`src/rtl/core/wbfd_pkg.sv`:
```
// Shared types, constants and frame codes for the wheel base frame decoder.
`timescale 1ns / 1ps

package wbfd_pkg;

  localparam int FRAME_BYTES_DEFAULT = 8;
  localparam int QUEUE_DEPTH         = 2;
  localparam int HEAD_BYTES          = 7;

  localparam logic [7:0] HEADER_CODE  = 8'h35;
  localparam logic [7:0] TYPE_RIGHT   = 8'h21;
  localparam logic [7:0] TYPE_LEFT    = 8'h11;
  localparam logic [7:0] SUB_COUNT    = 8'h13;
  localparam logic [7:0] TYPE_KNIFE   = 8'h02;
  localparam logic [7:0] SUB_KNIFE    = 8'h32;
  localparam logic [7:0] TYPE_BATTERY = 8'h13;
  localparam logic [7:0] SUB_BATTERY  = 8'h50;
  localparam logic [7:0] PAGE_BATTERY = 8'h01;
  localparam logic [7:0] TYPE_END     = 8'h20;
  localparam logic [7:0] SIDE_LEFT    = 8'h01;
  localparam logic [7:0] SIDE_RIGHT   = 8'h02;
  localparam logic [7:0] SWITCH_ON    = 8'h01;

  localparam logic [15:0] BATTERY_OFFSET = 16'd2350;
  // floor(x / 5) == (x * 0xCCCD) >> 18 for every 16-bit x
  localparam logic [15:0] FIFTH_RECIP    = 16'hCCCD;
  localparam int          FIFTH_SHIFT    = 18;
  localparam logic signed [31:0] COUNT_LIMIT = 32'sd2147482647;

  // frame classes handed from the front to the back
  localparam logic [2:0] KIND_NONE      = 3'd0;
  localparam logic [2:0] KIND_RIGHT     = 3'd1;
  localparam logic [2:0] KIND_LEFT      = 3'd2;
  localparam logic [2:0] KIND_KNIFE     = 3'd3;
  localparam logic [2:0] KIND_BATTERY   = 3'd4;
  localparam logic [2:0] KIND_END_LEFT  = 3'd5;
  localparam logic [2:0] KIND_END_RIGHT = 3'd6;

  typedef struct packed {
    logic [7:0] rx_byte;
    logic       batch_last;
  } item_t;

  typedef struct packed {
    logic signed [31:0] right_count;
    logic signed [31:0] left_count;
    logic [13:0]        battery_level;
    logic               left_at_end;
    logic               right_at_end;
    logic               frame_done;
    logic               header_bad;
    logic               knife_done;
    logic               odometry_ready;
    logic               batch_done;
  } result_t;

  // one classified frame or batch end; data holds bytes 3..6 big-endian
  typedef struct packed {
    logic [2:0]  kind;
    logic [31:0] data;
    logic        frame_done;
    logic        header_bad;
    logic        batch_last;
  } job_t;

endpackage

```
`src/rtl/core/wheel_base_frame_decoder.sv`:
```
// Top level of the wheel base frame decoder: byte framer, job queue, decoder, result queue.
`timescale 1ns / 1ps

// Channel   Handshake           Payload   Beat
// input     push / full         item      one received byte, batch end mark
// result    pop / empty         result    state snapshot for a frame or batch end
//
// One byte is taken every cycle while full is low; the byte that causes a result
// passes through the job queue, then the decoder into the result queue.
// The framer and the decoder each run at one beat a cycle when not stalled,
// parted by a two-entry job queue; a two-entry result queue sits at the output.
// Synchronous reset clears framing, counts, flags and both queues; full and
// empty read high while rst is high. Holding pop low stalls the decoder once
// the result queue fills, and full rises once the job queue behind it fills.
// While full is high every byte waits, even one that ends neither a frame nor
// a batch; such bytes give no result and need no room in either queue.
module wheel_base_frame_decoder #(
  parameter int FRAME_BYTES = wbfd_pkg::FRAME_BYTES_DEFAULT,
  parameter int QUEUE_DEPTH = wbfd_pkg::QUEUE_DEPTH
) (
  input  logic              clk,
  input  logic              rst,
  input  logic              push,
  output logic              full,
  input  wbfd_pkg::item_t   item,
  input  logic              pop,
  output logic              empty,
  output wbfd_pkg::result_t result
);

  logic              accept;
  logic              job_push;
  logic              job_full;
  logic              job_empty;
  logic              res_full;
  logic              res_empty;
  logic              go;
  wbfd_pkg::job_t    job_in;
  wbfd_pkg::job_t    job_out;
  wbfd_pkg::result_t res_in;

  // hold off the source while in reset and whenever the job queue is full
  assign full   = rst || job_full;
  assign empty  = rst || res_empty;
  assign accept = push && !full;
  // advance a job whenever the result queue has room
  assign go     = !job_empty && !res_full;

  wbfd_front #(
    .FRAME_BYTES(FRAME_BYTES)
  ) u_front (
    .clk      (clk),
    .rst      (rst),
    .accept   (accept),
    .item     (item),
    .job_push (job_push),
    .job      (job_in)
  );

  wbfd_fifo #(
    .WIDTH($bits(wbfd_pkg::job_t)),
    .DEPTH(QUEUE_DEPTH)
  ) u_job_q (
    .clk   (clk),
    .rst   (rst),
    .push  (job_push),
    .wdata (job_in),
    .full  (job_full),
    .pop   (go),
    .rdata (job_out),
    .empty (job_empty)
  );

  wbfd_back u_back (
    .clk    (clk),
    .rst    (rst),
    .go     (go),
    .job    (job_out),
    .result (res_in)
  );

  wbfd_fifo #(
    .WIDTH($bits(wbfd_pkg::result_t)),
    .DEPTH(QUEUE_DEPTH)
  ) u_res_q (
    .clk   (clk),
    .rst   (rst),
    .push  (go),
    .wdata (res_in),
    .full  (res_full),
    .pop   (pop && !empty),
    .rdata (result),
    .empty (res_empty)
  );

endmodule

```
`src/rtl/core/wbfd_fifo.sv`:
```
// Small first-in first-out queue of packed words.
`timescale 1ns / 1ps

module wbfd_fifo #(
  parameter int WIDTH = 8,
  parameter int DEPTH = wbfd_pkg::QUEUE_DEPTH
) (
  input  logic             clk,
  input  logic             rst,
  input  logic             push,
  input  logic [WIDTH-1:0] wdata,
  output logic             full,
  input  logic             pop,
  output logic [WIDTH-1:0] rdata,
  output logic             empty
);

  localparam int AW = (DEPTH > 1) ? $clog2(DEPTH) : 1;
  localparam int CW = $clog2(DEPTH + 1);

  logic [WIDTH-1:0] mem [DEPTH];
  logic [AW-1:0]    wr_ptr;
  logic [AW-1:0]    rd_ptr;
  logic [CW-1:0]    count;
  logic             do_push;
  logic             do_pop;

  assign full    = (count == CW'(DEPTH));
  assign empty   = (count == '0);
  assign do_push = push && !full;
  assign do_pop  = pop && !empty;
  assign rdata   = mem[rd_ptr];

  always_ff @(posedge clk) begin
    if (do_push) begin
      mem[wr_ptr] <= wdata;
    end
  end

  always_ff @(posedge clk) begin
    if (rst) begin
      wr_ptr <= '0;
      rd_ptr <= '0;
      count  <= '0;
    end else begin
      if (do_push) begin
        wr_ptr <= (wr_ptr == AW'(DEPTH - 1)) ? '0 : wr_ptr + AW'(1);
      end
      if (do_pop) begin
        rd_ptr <= (rd_ptr == AW'(DEPTH - 1)) ? '0 : rd_ptr + AW'(1);
      end
      if (do_push && !do_pop) begin
        count <= count + CW'(1);
      end else if (do_pop && !do_push) begin
        count <= count - CW'(1);
      end
    end
  end

endmodule

```
`src/rtl/core/wbfd_front.sv`:
```
// Byte gatherer: frames the byte stream and classifies each completed frame.
`timescale 1ns / 1ps

module wbfd_front #(
  parameter int FRAME_BYTES = wbfd_pkg::FRAME_BYTES_DEFAULT
) (
  input  logic            clk,
  input  logic            rst,
  input  logic            accept,
  input  wbfd_pkg::item_t item,
  output logic            job_push,
  output wbfd_pkg::job_t  job
);

  localparam int PW = $clog2(FRAME_BYTES);
  localparam int HB = wbfd_pkg::HEAD_BYTES;

  logic [PW-1:0] pos;
  logic [7:0]    frame_bytes [HB];
  logic [7:0]    cur [HB];
  logic          complete;

  assign complete = (pos == PW'(FRAME_BYTES - 1));
  assign job_push = accept && (complete || item.batch_last);

  // frame view including the byte on the input this cycle
  always_comb begin
    for (int i = 0; i < HB; i++) begin
      cur[i] = (pos == PW'(i)) ? item.rx_byte : frame_bytes[i];
    end
  end

  always_comb begin
    job            = '0;
    job.data       = {cur[3], cur[4], cur[5], cur[6]};
    job.frame_done = complete;
    job.header_bad = complete && (cur[0] != wbfd_pkg::HEADER_CODE);
    job.batch_last = item.batch_last;
    job.kind       = wbfd_pkg::KIND_NONE;
    if (complete && !job.header_bad) begin
      if (cur[1] == wbfd_pkg::TYPE_RIGHT && cur[2] == wbfd_pkg::SUB_COUNT) begin
        job.kind = wbfd_pkg::KIND_RIGHT;
      end else if (cur[1] == wbfd_pkg::TYPE_LEFT && cur[2] == wbfd_pkg::SUB_COUNT) begin
        job.kind = wbfd_pkg::KIND_LEFT;
      end else if (cur[1] == wbfd_pkg::TYPE_KNIFE && cur[2] == wbfd_pkg::SUB_KNIFE) begin
        job.kind = wbfd_pkg::KIND_KNIFE;
      end else if (cur[1] == wbfd_pkg::TYPE_BATTERY && cur[2] == wbfd_pkg::SUB_BATTERY
                   && cur[3] == wbfd_pkg::PAGE_BATTERY) begin
        job.kind = wbfd_pkg::KIND_BATTERY;
      end else if (cur[1] == wbfd_pkg::TYPE_END) begin
        if (cur[3] == wbfd_pkg::SIDE_LEFT) begin
          job.kind = wbfd_pkg::KIND_END_LEFT;
        end else if (cur[3] == wbfd_pkg::SIDE_RIGHT) begin
          job.kind = wbfd_pkg::KIND_END_RIGHT;
        end
      end
    end
  end

  always_ff @(posedge clk) begin
    if (accept && pos < PW'(HB)) begin
      frame_bytes[pos[2:0]] <= item.rx_byte;
    end
  end

  always_ff @(posedge clk) begin
    if (rst) begin
      pos <= '0;
    end else if (accept) begin
      pos <= (complete || item.batch_last) ? '0 : pos + PW'(1);
    end
  end

endmodule

```
`src/rtl/core/wbfd_back.sv`:
```
// Decoder back end: applies classified frames to the held state, forms results.
`timescale 1ns / 1ps

module wbfd_back (
  input  logic              clk,
  input  logic              rst,
  input  logic              go,
  input  wbfd_pkg::job_t    job,
  output wbfd_pkg::result_t result
);

  logic signed [31:0] right_value;
  logic signed [31:0] left_value;
  logic [13:0]        battery_value;
  logic               right_fresh;
  logic               left_fresh;
  logic               left_end_flag;
  logic               right_end_flag;

  logic signed [31:0] right_value_next;
  logic signed [31:0] left_value_next;
  logic [13:0]        battery_value_next;
  logic               right_fresh_next;
  logic               left_fresh_next;
  logic               left_end_flag_next;
  logic               right_end_flag_next;
  logic               odo;

  logic signed [31:0] raw_count;
  logic signed [31:0] neg_count;
  logic [15:0]        raw_batt;
  logic [15:0]        batt_diff;
  logic [31:0]        batt_prod;
  logic               switch_on;

  function automatic logic signed [31:0] limit_count(input logic signed [31:0] v);
    if (v > wbfd_pkg::COUNT_LIMIT || v < -wbfd_pkg::COUNT_LIMIT) begin
      return '0;
    end
    return v;
  endfunction

  assign raw_count = signed'(job.data);
  assign neg_count = -raw_count;
  assign raw_batt  = job.data[15:0];
  assign batt_diff = raw_batt - wbfd_pkg::BATTERY_OFFSET;
  assign batt_prod = batt_diff * wbfd_pkg::FIFTH_RECIP;
  assign switch_on = (job.data[23:16] == wbfd_pkg::SWITCH_ON);

  always_comb begin
    right_value_next    = right_value;
    left_value_next     = left_value;
    battery_value_next  = battery_value;
    right_fresh_next    = right_fresh;
    left_fresh_next     = left_fresh;
    left_end_flag_next  = left_end_flag;
    right_end_flag_next = right_end_flag;
    odo                 = 1'b0;
    unique case (job.kind)
      wbfd_pkg::KIND_RIGHT: begin
        right_value_next = limit_count(raw_count);
        right_fresh_next = 1'b1;
      end
      wbfd_pkg::KIND_LEFT: begin
        left_value_next = limit_count(neg_count);
        left_fresh_next = 1'b1;
      end
      wbfd_pkg::KIND_BATTERY: begin
        battery_value_next = (raw_batt > wbfd_pkg::BATTERY_OFFSET)
                             ? batt_prod[wbfd_pkg::FIFTH_SHIFT +: 14] : '0;
      end
      wbfd_pkg::KIND_END_LEFT:  left_end_flag_next  = switch_on;
      wbfd_pkg::KIND_END_RIGHT: right_end_flag_next = switch_on;
      default: ;
    endcase
    // batch-end check runs after any frame finished by the same byte
    if (job.batch_last && right_fresh_next && left_fresh_next) begin
      odo              = 1'b1;
      right_fresh_next = 1'b0;
      left_fresh_next  = 1'b0;
    end
  end

  always_comb begin
    result.right_count    = right_value_next;
    result.left_count     = left_value_next;
    result.battery_level  = battery_value_next;
    result.left_at_end    = left_end_flag_next;
    result.right_at_end   = right_end_flag_next;
    result.frame_done     = job.frame_done;
    result.header_bad     = job.header_bad;
    result.knife_done     = (job.kind == wbfd_pkg::KIND_KNIFE);
    result.odometry_ready = odo;
    result.batch_done     = job.batch_last;
  end

  always_ff @(posedge clk) begin
    if (rst) begin
      right_value    <= '0;
      left_value     <= '0;
      battery_value  <= '0;
      right_fresh    <= 1'b0;
      left_fresh     <= 1'b0;
      left_end_flag  <= 1'b0;
      right_end_flag <= 1'b0;
    end else if (go) begin
      right_value    <= right_value_next;
      left_value     <= left_value_next;
      battery_value  <= battery_value_next;
      right_fresh    <= right_fresh_next;
      left_fresh     <= left_fresh_next;
      left_end_flag  <= left_end_flag_next;
      right_end_flag <= right_end_flag_next;
    end
  end

`ifndef NO_ASSERTIONS
  a_odo_clears_fresh: assert property (@(posedge clk) disable iff (rst)
    (go && odo) |=> !(right_fresh && left_fresh))
    else $error("fresh flags survived an odometry pulse");
  a_odo_at_batch_end: assert property (@(posedge clk) disable iff (rst)
    (go && result.odometry_ready) |-> result.batch_done)
    else $error("odometry pulse outside a batch end");
  a_knife_good_frame: assert property (@(posedge clk) disable iff (rst)
    (go && result.knife_done) |-> (result.frame_done && !result.header_bad))
    else $error("knife pulse without a good frame");
  a_counts_held: assert property (@(posedge clk) disable iff (rst)
    !go |=> ($stable(right_value) && $stable(left_value)))
    else $error("counts changed with no frame decoded");
`endif

endmodule

```
`config.mk`:
```
export PLATFORM = sky130hd
export DESIGN_NAME = wheel_base_frame_decoder
export DESIGN_NICKNAME = d
export VERILOG_FILES = /design/src/rtl/core/wbfd_pkg.sv /design/src/rtl/core/wheel_base_frame_decoder.sv /design/src/rtl/core/wbfd_fifo.sv /design/src/rtl/core/wbfd_front.sv /design/src/rtl/core/wbfd_back.sv
export SDC_FILE = /design/constraint.sdc
export NUM_CORES = 1
export LEC_CHECK = 0
export ABC_CLOCK_PERIOD_IN_PS = 11300
export BUFFER_PORTS_ARGS = -buffer_cell sky130_fd_sc_hd__buf_2
export CAP_MARGIN = 5
export CORE_ASPECT_RATIO = 0.6
export CORE_MARGIN = 1
export CORE_UTILIZATION = 45
export CTS_CLUSTER_DIAMETER = 100
export DETAILED_ROUTE_END_ITERATION = 6
export SLEW_MARGIN = 20
export SYNTH_ARGS = -nofsm -noshare
export SYNTH_HDL_FRONTEND = slang
export SYNTH_HIERARCHICAL = 1
export SYNTH_SLANG_ARGS = --single-unit
```
`constraint.sdc`:
```
create_clock -name clk -period 11.3 [get_ports clk]
set_input_delay 1.13 -clock clk [delete_from_list [all_inputs] [get_ports clk]]
set_output_delay 1.13 -clock clk [all_outputs]
set_load 0.02 [all_outputs]
```
Yosys cells after proc, flatten, opt, wreduce, memory -nomap -nowiden:

Memories as Yosys holds them, arrays and structs flattened. A register that Yosys moved wholly into a read port is not among the register bits.
Cells that the tools add are included.

* $lt $le $gt $ge: 6
* reduce and logical (&&, ||, !) cells: 43
* multiply operators: 1
* mux-type cells: 53
* $add $sub $neg: 11
* equality and inequality tests: 27

Operators by type and width (count)
* two-way mux 32 bit: 6
* > comparator 32 bit, second input constant: 2
* < comparator 32 bit, second input constant: 2
* two-way mux 8 bit: 7
* multiplier 16 x 16 -> 32 bit, second input constant: 1
* negator 32 bit: 1
* two-way mux 14 bit: 2
* two-way mux 3 bit: 9
* two-way mux 1 bit: 25
* == test 8 x 5 -> 1 bit, second input constant: 3
* == test 8 x 6 -> 1 bit, second input constant: 3
* logical AND 1 bit: 22
* == test 3 bit, second input constant: 7
* == test 8 x 1 -> 1 bit, second input constant: 2
* == test 8 x 2 -> 1 bit, second input constant: 2
* > comparator 16 x 12 -> 1 bit, second input constant: 1
* subtractor 16 x 12 -> 16 bit, second input constant: 1
* == test 3 x 2 -> 1 bit, second input constant: 4
* logical NOT 1 bit: 11
* == test 8 x 7 -> 1 bit, second input constant: 1
* two-way mux 2 bit: 4
* != test 8 x 6 -> 1 bit, second input constant: 1
* == test 3 x 1 -> 1 bit, second input constant: 2
* logical OR 1 bit: 5
* other kinds (9): 17

* output and inout bits: 87
* memories kept: 3
* bits in writable memories: 302
* bits in registers: 93
* input port bits: 13

Memory list
* u_res_q.mem: words 2, width 85, rd ports 1, clocked after memory_dff 1, wr ports 1, line wbfd_fifo.sv:21 `logic [WIDTH-1:0] mem [DEPTH];`
* u_job_q.mem: words 2, width 38, rd ports 1, clocked after memory_dff 1, wr ports 1, line wbfd_fifo.sv:21
* u_front.frame_bytes: words 7, width 8, rd ports 7, clocked after memory_dff 0, wr ports 1, line wbfd_front.sv:19 `logic [7:0] frame_bytes [HB];`

Logic depth before layout (Yosys ltp):

Gate-level depths: netlist of run 1.

* word-level depth: 11
* gate-level depth with buffers: 31

Modules after synthesis:

Netlist of run 1, hierarchy kept.

Modules (own cells, without submodules)
* wbfd_back: cells each 1164, area each 10052.1 sq um, instances 1
* wbfd_fifo at u_res_q: cells each 289, area each 6358.6 sq um, instances 1
* wbfd_fifo at u_job_q: cells each 143, area each 2955.3 sq um, instances 1
* wbfd_front: cells each 221, area each 2949.1 sq um, instances 1
* wheel_base_frame_decoder: cells each 5, area each 31.3 sq um, instances 1

Worst setup path before layout of run 1:

Ideal clock, no wire load.

* kind: register to register
* start point: reg (tool-made name)
* end point: reg u_back.battery_value[8]
* arrival time: 7.715 ns
* path buffers: 4
* cell stages (with the launch flop): 31
* slack: 3.470 ns
* required time: 11.185 ns
* path through: dfxtp_1 -> buf_4 -> buf_4 -> mux2_2 -> buf_2 -> buf_1 -> and3_1 -> o21ai_0 -> a21boi_0 -> o31ai_1 -> nand2_1 -> xnor2_1 -> ha_1 -> ha_1 -> inv_1 -> fa_1 -> inv_1 -> fa_1 -> fa_1 -> inv_1 -> fa_1 -> inv_1 -> ha_1 -> and3_1 -> a221oi_1 -> o21a_1 -> a31oi_1 -> a21bo_2 -> a211o_1 -> a32o_1 -> o21a_1

RTL lines
* end signal, assigned: line wbfd_back.sv:109 `battery_value <= battery_value_next;`
* end, declared: line wbfd_back.sv:14 `logic [13:0] battery_value;`

==> qor.yml, run 1 <==
gr-usage-met2: 0.298
die_height_um: 175
setup_viol: 0
setup_tns_ns: 0
post_cts_buffers: 0
synth_compound_area_frac: 0.0827
post_drt_via_cell_ratio: 5.67
grt_max_degree: 72
grt_pass1_wl_um: 86000
synth_seq_area_share: 0.491
clkTransAtPathRegs_ns: 0.07
rows: 62
synth_cells: 1822
ioPinCount: 100
portBuffers: 99
skew_ns: 0.0174
crit_arrival_ns: 9.08
syn_nets: 2057
rsz0062_at_grt: "no"
outcome: "complete, no violations"
cts_max_level: 2
grt_use_total: 0.226
cts_buffer_depth: 3
grt-ovfl-total: 0
max_slew_margin: 0.257
cts_tree: "built"
synth.most_common_cell: "edfxtp_1"
routed_wirelength_um: 56400
required_ns: 11.74
synthToLayoutAreaGrowth_pct: 10.5
drcViolationCount: 0
synth-adder-area-share: 0.152
nNetsFinal: 2120
yosysTopAreaCell: "edfxtp_1"
finalCritPeriodShare: 0.765
synthMuxAreaShare: 0.0958
hold_path_class: "reg2reg"
synth_edf_count: 302
yosys.area_share.simple: 0.0982
insertion_delay_ns: 0.55
place.gp.congestion: 0.923
setup.worst_path.start_class: "register"
wl_per_cell_um: 22.0
ys_seq_elements: 397
grt.busiest_layer: "met1"
drv_slew: 0
dieArea_um2: 50600
synth_top_area_share: 0.406
synth.cell_area_um2: 22300
max_freq_ghz: 0.116
tightest_slew_ns: 1.11
drtIter0Drc: 1470
cts.sinks: 397
hold_buffers: 0
cap_violations: 0
core-area_um2: 48400
synth_top_family_by_area: "adder cells"
synth_area_leaders: "edfxtp_1 41%, dfxtp_1 8.5%, ha_1 7.9%"
hold_violations: 0
via_count: 14500
synth_xor_area_frac: 0.0255
synth_cell_types: 90
grt_pass1_vias: 13900
async_flop_share: 0
fillers: 4264
critPathCaptureType: "register"
cp_max_fo: 32
crit_type: "reg2reg"
cts-root-buf: "clkbuf_16"
yosys_warnings: 6
start_util: 0.462
synth_common_cells: "302 x edfxtp_1, 194 x inv_1, 147 x mux2_2, 141 x ha_1, 124 x nand2_1"
period_minus_slack_ns: 8.64
syn-mean-instance-area_um2: 12.3
drtAntennaViolNets: 0
ys.flop_type: "edfxtp_1"
cts-buffers-inserted: 40
die_w_um: 290
ctsResizeCount: 0
drive_above_1_share: 0.194
grtUsageMet1: 0.375
first_pass_iters: 6
place_hpwl_um: 40800
use_met3: 0.0484
antenna_found_initial: 0
==> worst max-delay path: stages (launching register included) <==
cell and delay (ns):
dfxtp_1 0.49, buf_4 0.47, mux2_2 0.54, nor2_1 0.27, a21boi_0 0.19, o31ai_1 0.42, nand2_1 0.12, xnor2_1 0.65
ha_1 0.43, ha_1 0.31, inv_1 0.05, fa_1 0.49, inv_1 0.05, fa_1 0.47, fa_1 0.54, inv_1 0.05
fa_1 0.53, inv_1 0.04, ha_1 0.34, and3_1 0.22, a221oi_1 0.38, o21a_1 0.21, a31oi_1 0.17, a21bo_2 0.28
a211o_1 0.31, a32o_1 0.30, o21a_1 0.17
==> final cells by class <==
cell class / count / area (µm²) / share of cell area
repair buffers: 115 / 616 / 0.0249
inverters: 194 / 729 / 0.0296
multi-input cells: 1137 / 10200 / 0.412
flip-flops and latches: 397 / 11000 / 0.445
diodes: 1 / 2.50 / 0.000101
clock buffers: 55 / 1080 / 0.0436
well taps: 640 / 801 / 0.0324
clock inverters: 19 / 313 / 0.0127
==> cells by family after synthesis <==
group	count (synthesis)
AND/OR/NAND/NOR	416
flip-flops	397
buffers and inverters	288
AO/OA/AOI/OAI	240
adder cells (fa/ha/maj)	222
multiplexers	194
XOR/XNOR	65
==> per-stage QoR <==
step | instances | setup slack, ns | utilization | area [µm²] | hold slack, ns
after floorplan | 1822 | 3.47 | - | 22300 | 0.420
after CTS | 2557 | 2.75 | 0.510 | 24700 | 0.452
after global routing | 2557 | 2.14 | 0.510 | 24700 | 0.469
after detailed placement | 2483 | 2.77 | 0.481 | 23300 | 0.439
final | 2558 | 2.66 | 0.510 | 24700 | 0.450
after global placement | 2483 | 3.03 | 0.481 | 23300 | 0.430
==> flip-flops by register name, summed over array words and instances, names as in the netlist, named ones only <==
register               cells
u_back/battery_value      14
u_back/left_end_flag       1
u_back/left_fresh          1
u_back/left_value         32
u_back/right_end_flag      1
u_back/right_fresh         1
u_back/right_value        32
u_front/frame_bytes       56
u_front/pos                3
u_job_q/count              2
u_job_q/mem               76
u_job_q/rd_ptr             1
u_job_q/wr_ptr             1
u_res_q/count              2
u_res_q/mem              170
u_res_q/rd_ptr             1
u_res_q/wr_ptr             1
==> path summary, 6_finish.rpt <==
check / from / to / slack, ns / cells past startpoint
setup / recovery: register / u_back/battery_value[8]$_SDFFE_PP0P_ / 2.66 / 26
hold reg to reg: u_back/left_value[14]$_SDFFE_PP0P_ / u_back/left_value[14]$_SDFFE_PP0P_ / 0.45 / 2
setup reg to reg: register / u_back/battery_value[8]$_SDFFE_PP0P_ / 2.66 / 26
hold / removal: u_back/left_value[14]$_SDFFE_PP0P_ / u_back/left_value[14]$_SDFFE_PP0P_ / 0.45 / 2
==> metal layers <==
layer  routed length [µm]  share of wire  vias up
met5                    0              0        -
met4                  693          0.012        0
met2                21600           0.38      536
met3                 4460          0.079       59
met1                29600           0.53     7215
li1                     -              -     6699
==> cell usage in the layout, fill, tap and decap left out, types with 35 or more instances in the layout <==
master,count
a22o_1,43
buf_2,99
clkbuf_16,40
dfxtp_1,94
edfxtp_1,302
fa_1,81
ha_1,141
inv_1,193
mux2_2,147
mux2i_1,44
nand2_1,124
nor2_1,111
o31ai_1,63
xor2_1,35
Power of run 1 is not shown: default switching activity piles up to over one toggle a cycle in this logic, so the estimate is an artifact.
==> run 2: changes to the inputs <==
- ABC_CLOCK_PERIOD_IN_PS: 11300 -> 8520
- clock period: 11.3 -> 8.52 ns (I/O delays scaled with it)
==> run 2 against run 1 <==
Against the previous run:
- global-route usage increased by 0.20 points
- first-iteration DRC count is 15% lower
- via count is 0.52% lower
- cell area barely moved
- count of clock-buffer cells in the layout shrank 1
- critical path depth is 3 higher
- die area did not move
- hold slack improved by 0.0011 ns
- non-clock buffer count up 17
- routed wire length up 0.48%
- flip-flop and latch count is the same
- critical endpoint is now u_res_q/mem[1][20]$_DFFE_PP_
==> qor.yml, run 2 (same netlist as run 1, synthesis figures left out) <==
outcome: "complete, no violations"  # unchanged
hold_violations: 0  # unchanged
drtAntennaViolNets: 0  # unchanged
finalCritPeriodShare: 0.940  # was 0.765
max_slew_margin: 0.309  # was 0.257
clkTransAtPathRegs_ns: 0.06  # was 0.07 ns
cpMaxStageDelayCell: "fa_1"  # was xnor2_1
required_ns: 8.80  # was 11.74 ns
rows: 62  # unchanged
hold_path_class: "reg2reg"  # unchanged
period_minus_slack_ns: 8.01  # was 8.64 ns
largest_reg_flops: 170  # unchanged
setup.worst_path.start_class: "register"  # unchanged
cts-buffers-inserted: 40  # unchanged
synthToLayoutAreaGrowth_pct: 10.5  # about the same
post_cts_buffers: 0  # unchanged
drtIter0Drc: 1251  # was 1470
cts_buffer_depth: 3  # unchanged
grt_pass1_wl_um: 86200  # was 86000 µm
rsz0062_at_grt: "no"  # unchanged
skew_ns: 0.0623  # was 0.0174 ns
core-area_um2: 48400  # unchanged
fillers: 4308  # was 4264
max_flop_register: "u_res_q/mem"  # unchanged
drive_above_1_share: 0.203  # was 0.194
place.gp.congestion: 0.952  # was 0.923
nNetsFinal: 2137  # was 2120
r2r_setup_slack_ns: 0.51  # was 2.66 ns
max_freq_ghz: 0.125  # was 0.116 GHz
antenna_found_initial: 0  # unchanged
wl_per_cell_um: 22.0  # about the same
crit_family: "adder cells"  # unchanged
die_height_um: 175  # unchanged
cts_tree: "built"  # unchanged
via_count: 14400  # was 14500
holdWs_ns: 0.451  # was 0.450 ns
cts_max_level: 2  # unchanged
layout_commonest_cell: "edfxtp_1"  # unchanged
setup_viol: 0  # unchanged
crit_arrival_ns: 8.29  # was 9.08 ns
drcViolationCount: 0  # unchanged
cp_slowest_stage_delay_ns: 0.54  # was 0.65 ns
grt_max_degree: 64  # was 72
ioPinCount: 100  # unchanged
start_util: 0.462  # unchanged
hold_buffers: 0  # unchanged
post_drt_via_cell_ratio: 5.61  # was 5.67
cap_violations: 0  # unchanged
first_pass_iters: 5  # was 6
setup_tns_ns: 0  # unchanged
insertion_delay_ns: 0.57  # was 0.55 ns
crit_buf_inv: 5  # unchanged
dieArea_um2: 50600  # unchanged
place_hpwl_um: 41200  # was 40800 µm
routed_wirelength_um: 56700  # was 56400 µm
crit_type: "reg2reg"  # unchanged
tightest_slew_ns: 1.04  # was 1.11 ns
grt-ovfl-total: 0  # unchanged
utilization: 0.510  # about the same
grt_use_total: 0.228  # was 0.226
ctsResizeCount: 0  # unchanged
critPathCaptureType: "register"  # unchanged
die_w_um: 290  # unchanged
drv_slew: 0  # unchanged
cp_max_fo: 7  # was 32
grt_pass1_vias: 13900  # about the same
portBuffers: 99  # unchanged
diodes: 0  # was 1
final_cell_mix: "302 x edfxtp_1, 193 x inv_1, 147 x mux2_2"  # unchanged
cts.sinks: 397  # unchanged
cts-root-buf: "clkbuf_16"  # unchanged
run 2: cell count changes in the layout (fill, tap and decap cells not counted), sizes merged:
cell	previous run	this run
buf	115	132
bufinv	7	0
clkinv	8	14
clkbuf	55	54
diode	1	0
inv	196	197
run 2: cell type report:
type	count	area [µm²]	area share
clock buffer	54	1120	0.0452
sequential	397	11000	0.444
clock inverter	19	141	0.00572
multi-input combinational	1137	10200	0.412
tap	640	801	0.0324
timing repair buffer	132	747	0.0302
inverter	194	729	0.0295
run 2: stage by stage:
stage                     cells  worst slack [ns]  area (µm²)
after floorplan            1822             0.690       22300
after global placement     2500             0.539       23400
after detailed placement   2500             0.366       23400
after CTS                  2573             0.374       24700
after global routing       2573            0.0127       24700
final                      2573             0.509       24700
run 2: path summary, 6_finish.rpt:
check / start / end / cells past startpoint
setup / recovery: register / u_res_q/mem[1][20]$_DFFE_PP_ / 29
hold / removal: u_back/left_value[2]$_SDFFE_PP0P_ / u_back/left_value[2]$_SDFFE_PP0P_ / 2
setup reg to reg: register / u_res_q/mem[1][20]$_DFFE_PP_ / 29
hold reg to reg: u_back/left_value[2]$_SDFFE_PP0P_ / u_back/left_value[2]$_SDFFE_PP0P_ / 2
run 2: tightest hold or removal path, delay by kind of cell, from the launching register on:
kind,cells,cell delay [ns]
AOI/OAI and AO/OA,1,0.05
DFF,1,0.31
and+or+nand+nor,1,0.05
run 2: metal layers:
| metal | wire length (µm) | track usage | up-vias |
|---|---|---|---|
| met2 | 21400 | 0.289 | 499 |
| met4 | 721 | 0.0377 | 0 |
| met5 | 0 | 0 | - |
| li1 | - | - | 6711 |
| met1 | 29200 | 0.376 | 7167 |
| met3 | 5280 | 0.0672 | 56 |
Power of run 2 is left out for the same reason.
